==> src/rtl/baeq_pkg.sv <==
`timescale 1ns / 1ps

package baeq_pkg;

  // configuration register indexes
  typedef enum logic [1:0] {
    CFG_SHORT_TICKS = 2'd0,
    CFG_LONG_TICKS  = 2'd1,
    CFG_ENC_STABLE  = 2'd2
  } cfg_index_t;

  localparam int TICKS_W  = 10;
  localparam int REPEAT_W = 4;
  localparam int CFG_W    = 10;

  localparam logic [TICKS_W-1:0]  TICKS_MAX         = 10'd1023;
  localparam logic [TICKS_W-1:0]  SHORT_TICKS_RESET = 10'd100;
  localparam logic [TICKS_W-1:0]  LONG_TICKS_RESET  = 10'd800;
  localparam logic [REPEAT_W-1:0] ENC_STABLE_RESET  = 4'd5;

  // encoder pin pair codes, {b, a}
  localparam logic [1:0] PAIR_00 = 2'b00;
  localparam logic [1:0] PAIR_01 = 2'b01;
  localparam logic [1:0] PAIR_10 = 2'b10;
  localparam logic [1:0] PAIR_11 = 2'b11;

  typedef enum logic [2:0] {
    PH_IDLE    = 3'd0,
    PH_PRESSED = 3'd1,
    PH_HOLD    = 3'd2
  } press_phase_t;

  // detent sequence position
  typedef enum logic [3:0] {
    ENC_NONE = 4'd0,
    ENC_DN1  = 4'd1,
    ENC_DN2  = 4'd2,
    ENC_DN3  = 4'd3,
    ENC_UP1  = 4'd5,
    ENC_UP2  = 4'd6,
    ENC_UP3  = 4'd7
  } enc_phase_t;

  typedef struct packed {
    logic button_level;
    logic enc_a;
    logic enc_b;
  } sample_t;

  typedef struct packed {
    logic short_press;
    logic long_press;
    logic step_up;
    logic step_down;
  } result_t;

endpackage

==> src/rtl/button_and_encoder_qualifier_core.sv <==
`timescale 1ns / 1ps

// Button and quadrature encoder qualifier. Feed one sample word per sample
// tick: the active-low button level and the two encoder pins. Every sample
// word yields exactly one result word carrying short_press, long_press,
// step_up and step_down pulses. A word passes an input register and a result
// register before its result word is offered. One word can be accepted every
// cycle, limited only by stall on the result side, and at most two words are
// held inside. The press thresholds and the encoder stability count are set
// through the configuration write port (always ready), which should be used
// only while no words are in flight.
module button_and_encoder_qualifier_core (
  input  logic                      clk,
  input  logic                      rst,
  input  logic                      sample_valid,
  output logic                      sample_stall,
  input  baeq_pkg::sample_t         sample,
  output logic                      result_valid,
  input  logic                      result_stall,
  output baeq_pkg::result_t         result,
  input  logic                      cfg_valid,
  output logic                      cfg_ready,
  input  logic [1:0]                cfg_index,
  input  logic [baeq_pkg::CFG_W-1:0] cfg_data
);
  import baeq_pkg::*;

  // configuration
  logic [TICKS_W-1:0]  short_ticks;
  logic [TICKS_W-1:0]  long_ticks;
  logic [REPEAT_W-1:0] enc_stable;

  // qualifier state
  press_phase_t        press_phase, press_phase_next;
  logic [TICKS_W-1:0]  press_ticks, press_ticks_next;
  logic [1:0]          enc_accepted, enc_accepted_next;
  logic [1:0]          enc_candidate, enc_candidate_next;
  logic [REPEAT_W-1:0] enc_repeat, enc_repeat_next;
  enc_phase_t          enc_phase, enc_phase_next;

  // input stage
  logic    s1_valid;
  sample_t s1_word;

  logic    advance;
  logic    go;
  result_t result_next;

  logic               pressed;
  logic [1:0]         pair;
  logic [TICKS_W-1:0] ticks_inc;
  logic               enc_take;

  assign cfg_ready = 1'b1;

  // the pipeline moves when the result register is empty or being taken
  assign advance      = !result_valid || !result_stall;
  assign go           = s1_valid && advance;
  assign sample_stall = s1_valid && !advance;

  always_ff @(posedge clk) begin
    if (rst) begin
      short_ticks <= SHORT_TICKS_RESET;
      long_ticks  <= LONG_TICKS_RESET;
      enc_stable  <= ENC_STABLE_RESET;
    end else if (cfg_valid && cfg_ready) begin
      case (cfg_index)
        CFG_SHORT_TICKS: short_ticks <= cfg_data;
        CFG_LONG_TICKS:  long_ticks  <= cfg_data;
        CFG_ENC_STABLE:  enc_stable  <= cfg_data[REPEAT_W-1:0];
        default: ;
      endcase
    end
  end

  // input register
  always_ff @(posedge clk) begin
    if (rst) begin
      s1_valid <= 1'b0;
    end else if (!sample_stall) begin
      s1_valid <= sample_valid;
    end
  end

  always_ff @(posedge clk) begin
    if (sample_valid && !sample_stall) begin
      s1_word <= sample;
    end
  end

  assign pressed   = !s1_word.button_level;
  assign pair      = {s1_word.enc_b, s1_word.enc_a};
  // saturating hold counter
  assign ticks_inc = (press_ticks < TICKS_MAX) ? press_ticks + 1'b1 : press_ticks;

  // button press qualifier, next state
  always_comb begin
    press_phase_next       = press_phase;
    press_ticks_next       = press_ticks;
    if (pressed) begin
      if (press_phase != PH_HOLD) begin
        press_phase_next = PH_PRESSED;
        press_ticks_next = ticks_inc;
        if (ticks_inc >= long_ticks) begin
          press_phase_next       = PH_HOLD;
          press_ticks_next       = '0;
        end
      end
    end else begin
      // count is kept on a short tap so taps add up
      if (press_phase == PH_PRESSED && press_ticks >= short_ticks) begin
        press_phase_next        = PH_HOLD;
        press_ticks_next        = '0;
      end else begin
        press_phase_next = PH_IDLE;
      end
    end
  end

  // encoder debounce and detent tracking, next state
  always_comb begin
    enc_accepted_next   = enc_accepted;
    enc_candidate_next  = enc_candidate;
    enc_repeat_next     = enc_repeat;
    enc_phase_next      = enc_phase;
    if (pair != enc_accepted) begin
      if (pair == enc_candidate) begin
        enc_repeat_next = enc_repeat + 1'b1;
      end else begin
        enc_repeat_next    = '0;
        enc_candidate_next = pair;
      end
      if (enc_repeat_next == enc_stable) begin
        enc_accepted_next = pair;
        // priority order matters: a fresh 10 or 01 restarts a sequence
        if (pair == PAIR_10 && enc_phase != ENC_UP2) begin
          enc_phase_next = ENC_DN1;
        end else if (pair == PAIR_01 && enc_phase != ENC_DN2) begin
          enc_phase_next = ENC_UP1;
        end else if (enc_phase == ENC_DN2 && pair == PAIR_01) begin
          enc_phase_next = ENC_DN3;
        end else if (enc_phase == ENC_UP1 && pair == PAIR_00) begin
          enc_phase_next = ENC_UP2;
        end else if (enc_phase == ENC_UP3 && pair == PAIR_11) begin
          enc_phase_next      = ENC_NONE;
        end else if (enc_phase == ENC_DN1 && pair == PAIR_00) begin
          enc_phase_next = ENC_DN2;
        end else if (enc_phase == ENC_DN3 && pair == PAIR_11) begin
          enc_phase_next        = ENC_NONE;
        end else if (enc_phase == ENC_UP2 && pair == PAIR_10) begin
          enc_phase_next = ENC_UP3;
        end else begin
          enc_phase_next = ENC_NONE;
        end
      end
    end
  end

  // a changed pair is taken once it has repeated often enough
  assign enc_take = (pair != enc_accepted) && (enc_repeat_next == enc_stable);

  // result pulses; a completed detent always ends on pair 11
  always_comb begin
    result_next.short_press = !pressed && press_phase == PH_PRESSED &&
                              press_ticks >= short_ticks;
    result_next.long_press  = pressed && press_phase != PH_HOLD && ticks_inc >= long_ticks;
    result_next.step_up     = enc_take && enc_phase == ENC_UP3 && pair == PAIR_11;
    result_next.step_down   = enc_take && enc_phase == ENC_DN3 && pair == PAIR_11;
  end

  // state advances once per processed word
  always_ff @(posedge clk) begin
    if (rst) begin
      press_phase   <= PH_IDLE;
      press_ticks   <= '0;
      enc_accepted  <= '0;
      enc_candidate <= '0;
      enc_repeat    <= '0;
      enc_phase     <= ENC_NONE;
    end else if (go) begin
      press_phase   <= press_phase_next;
      press_ticks   <= press_ticks_next;
      enc_accepted  <= enc_accepted_next;
      enc_candidate <= enc_candidate_next;
      enc_repeat    <= enc_repeat_next;
      enc_phase     <= enc_phase_next;
    end
  end

  // result register
  always_ff @(posedge clk) begin
    if (rst) begin
      result_valid <= 1'b0;
    end else if (advance) begin
      result_valid <= s1_valid;
    end
  end

  always_ff @(posedge clk) begin
    if (go) begin
      result <= result_next;
    end
  end

endmodule

==> config.mk <==
export PLATFORM = sky130hd
export DESIGN_NAME = button_and_encoder_qualifier_core
export DESIGN_NICKNAME = d
export VERILOG_FILES = /design/src/rtl/baeq_pkg.sv /design/src/rtl/button_and_encoder_qualifier_core.sv
export SDC_FILE = /design/constraint.sdc
export NUM_CORES = 1
export LEC_CHECK = 0
export BUFFER_PORTS_ARGS = -buffer_cell sky130_fd_sc_hd__buf_2
export CORE_ASPECT_RATIO = 0.6
export CORE_MARGIN = 1.5
export CORE_UTILIZATION = 45
export DETAILED_ROUTE_END_ITERATION = 6
export HOLD_SLACK_MARGIN = 0.08
export PLACE_DENSITY = 0.66
export SYNTH_ARGS = -nofsm -noshare
export SYNTH_HDL_FRONTEND = slang
export SYNTH_SLANG_ARGS = --single-unit
==> constraint.sdc <==
create_clock -name clk -period 3.3 [get_ports clk]
set_input_delay 0.495 -clock clk [delete_from_list [all_inputs] [get_ports clk]]
set_output_delay 0.495 -clock clk [all_outputs]
set_load 0.01 [all_outputs]
==> summary.md <==
| Metric | Value |
|---|---|
| Worst Path Class, Setup | `register to register` |
| Status | `completed` |
| DR iter-0 viols | `~130` |
| Hold Crit Class | `input port to register` |
| Final Hold Violating Endpoints | `0` |
| Share of layout cells above drive strength 1 | `0.133` |
| Worst-path clk slew | `0.07 ns` |
| CP Data Arrival Time | `between 3 and 4 ns` |
| Peak VDD IR | `between 0.2 and 0.3 mV` |
| CTS Sinks | `56` |
| Synth area leader | `dfxtp_1` |
| Max clock buf depth | `2` |
| Post-DRT Antenna Nets | `0` |
| Min Tclk post-route | `3.16 ns` |
| RSZ-0062 raised after global routing | `false` |
| Drt total wl | `roughly 7500 um` |
| Clock Skew | `around 0.0086 ns` |
| Hold path cells | `1` |
| Ys flop type | `dfxtp_1` |
| Initial antenna violation count | `0` |
| Synthesized area | `between 3000 and 4000 um^2` |
| Synth warnings | `0` |
| Via-to-Cell Ratio | `5.49` |
| Worst skew pair latency | `0.30 ns` |
| Slowest stage delay, CP | `~0.48 ns` |
| Post-synthesis sequential area ratio | `0.373` |
| Syn Inst Count | `roughly 370` |
| Finished Layout Cells | `between 400 and 500` |
| Relative slew margins | `0.659` |
| Cell mode on critical path | `nand2_1` |
| Worst path cell trace | `ha_2, nand2_1, or3_1, nand4_1, xnor2_1, ha_1, a211oi_1, nand2_1, a31oi_2, o21a_1, and2_2, a221o_1` |
| Mean area per synthesized cell | `8.76 um^2` |
| Count leader, synth | `dfxtp_1` |
| Max cap viols | `0` |
| I/O Buffers | `25` |
| Die height | `slightly below 70 um` |
| Routed length per instance | `between 15 and 20 um` |
| Synth top cells by count | `49 x dfxtp_1, 48 x nand2_1, 33 x a21oi_1, 29 x inv_1, 29 x nor2_1` |
| Post-synth EDFFs | `7` |
| Yosys top cell area share | `0.307` |
| Fin Hold WS | `about 0.37 ns` |
| Hold-fix buffers, CTS | `0` |
| Final period utilization | `0.957` |
| Final setup vio count | `0` |
| Syn_nets | `~410` |
| Pin slew with the least headroom to its limit | `about 0.51 ns` |
| CTS tree | `built` |
| Max frequency | `317 MHz` |
| Placed Cells | `around 470` |
| GRT Total Usage | `0.210` |
| Number of global-route vias before repair | `~2,400` |
| Diode count | `0` |
| DR DRC count | `0` |
| Final nets | `about 440` |
| Filler cell count | `~660` |
| Grt ovf | `0` |
| Largest net degree at the start of global routing | `between 40 and 50` |
| Core area | `around 6800 um^2` |
| Crit-path slowest cell | `or3_1` |
| Crit path capture type | `register` |
| Initial core utilization | `0.473` |
| Die area | `roughly 7600 um^2` |
| Crit path max fanout | `9` |
| Synth-to-Final Area Change | `11.2%` |
| Final Slew Violations | `0` |
| Unique masters post-synth | `59` |
| Synthesized flop and latch total | `between 50 and 60` |
| CP Data Required Time | `around 3.5 ns` |
| H-tree Lvls | `2` |
| Hpwl dp | `roughly 5600 um` |
| First-pass GRT wire length | `between 10,000 and 15,000 um` |
| Drt pass-1 iters | `4` |
| Die width | `112 um` |
| Pwr Density | `roughly 390 nW/um^2` |
| Setup TNS | `0 ns` |
| Critical path startpoint category | `register` |
| Ys async rst share | `0` |
| R2R cell count | `12` |
| Via count | `2,617` |
| Site Rows | `23` |
| # IOs | `27` |
| Synth area leaders | `dfxtp_1 31%, ha_1 10%, edfxtp_1 6.6%` |
| Leakage | `roughly 0.0015 uW` |
| Root Driver | `clkbuf_16` |
| TritonCTS buffer count | `5` |
| Global placement routability congestion | `0.875` |
==> final cells by class <==
cell class | instances | area, um^2 | area share
multi-input cells | 268 | 1850 | 0.521
flip-flops and latches | 56 | 1190 | 0.335
repair buffers | 29 | 155 | 0.0436
clock buffers | 7 | 133 | 0.0373
inverters | 29 | 109 | 0.0306
well taps | 87 | 109 | 0.0306
clock inverters | 1 | 3.75 | 0.00106
==> logic make-up after synthesis <==
kind of cell / share of synthesized area
adders and majority gates: 0.102
other: 0.00117
muxes: 0.0133
and+or+nand+nor: 0.201
xor gates and xnor gates: 0.0364
AOI/OAI and AO/OA: 0.223
DFF: 0.373
buffers and inverters: 0.0505
==> per-layer routing <==
layer	global-route usage	vias to the layer above	wire length, um
met5	0	-	0
met4	0.0570	0	55
met3	0.0469	4	551
met2	0.280	66	2830
met1	0.329	1197	4090
li1	-	1350	-
==> stage by stage <==
step / power (uW) / worst slack [ns] / util / instance area, um^2
5_1_grt: 1460 / 0.0262 / 0.526 / 3560
2_1_floorplan: 839 / 0.379 / - / 3200
3_5_place_dp: 888 / 0.0447 / 0.504 / 3410
6_report: 1390 / 0.141 / 0.526 / 3560
4_1_cts: 1400 / 0.0197 / 0.524 / 3540
3_3_place_gp: 884 / 0.224 / 0.504 / 3410
==> worst paths after layout <==
check                                     from             end  slack, ns
worst max-delay path            press_ticks[0]  press_ticks[0]       0.14
worst min-delay path                 sample[2]      s1_word[2]       0.37
worst max register to register  press_ticks[0]  press_ticks[0]       0.14
worst min register to register  short_ticks[3]  short_ticks[3]       0.46
==> worst max-delay path, delay by kind of cell (launching register included) <==
| family | cells | cell delay [ns] |
|---|---|---|
| AND/OR/NAND/NOR | 5 | 1.11 |
| AO/OA/AOI/OAI | 4 | 0.80 |
| flip-flops | 1 | 0.44 |
| XOR/XNOR | 1 | 0.18 |
| adder cells (fa/ha/maj) | 2 | 0.58 |
==> where the power goes <==
part | switching [uW] | leakage, uW | internal (uW)
logic | 89.9 | 0.000970 | 57.3
clock network | 236 | 0.0000655 | 280
registers | 18.5 | 0.000466 | 710
total | 344 | 0.00150 | 1050
==> flip-flops by register name, summed over array words and instances (netlist names) <==
signal,count
long_ticks,10
press_ticks,10
short_ticks,10
enc_repeat,4
enc_stable,4
result,4
enc_phase,3
enc_accepted,2
enc_candidate,2
pair,2
press_phase,2
result_valid,1
s1_valid,1
s1_word,1
==> layout by cell type, fill, tap and decap left out, types with 10 or more instances in the layout <==
cell type / netlist / final
nand2_1: 48 / 48
dfxtp_1: 49 / 48
a21oi_1: 33 / 33
inv_1: 29 / 29
nor2_1: 29 / 29
ha_1: 26 / 25
buf_2: 3 / 25
nand3_1: 10 / 10
o21ai_0: 10 / 10
a21o_1: 10 / 10
==> what timing repair did <==
action	CTS	global route
setup buffers	0	0
gates resized for setup	0	4
setup endpoints to repair	0	9
Power figures use the tool's default switching activity.
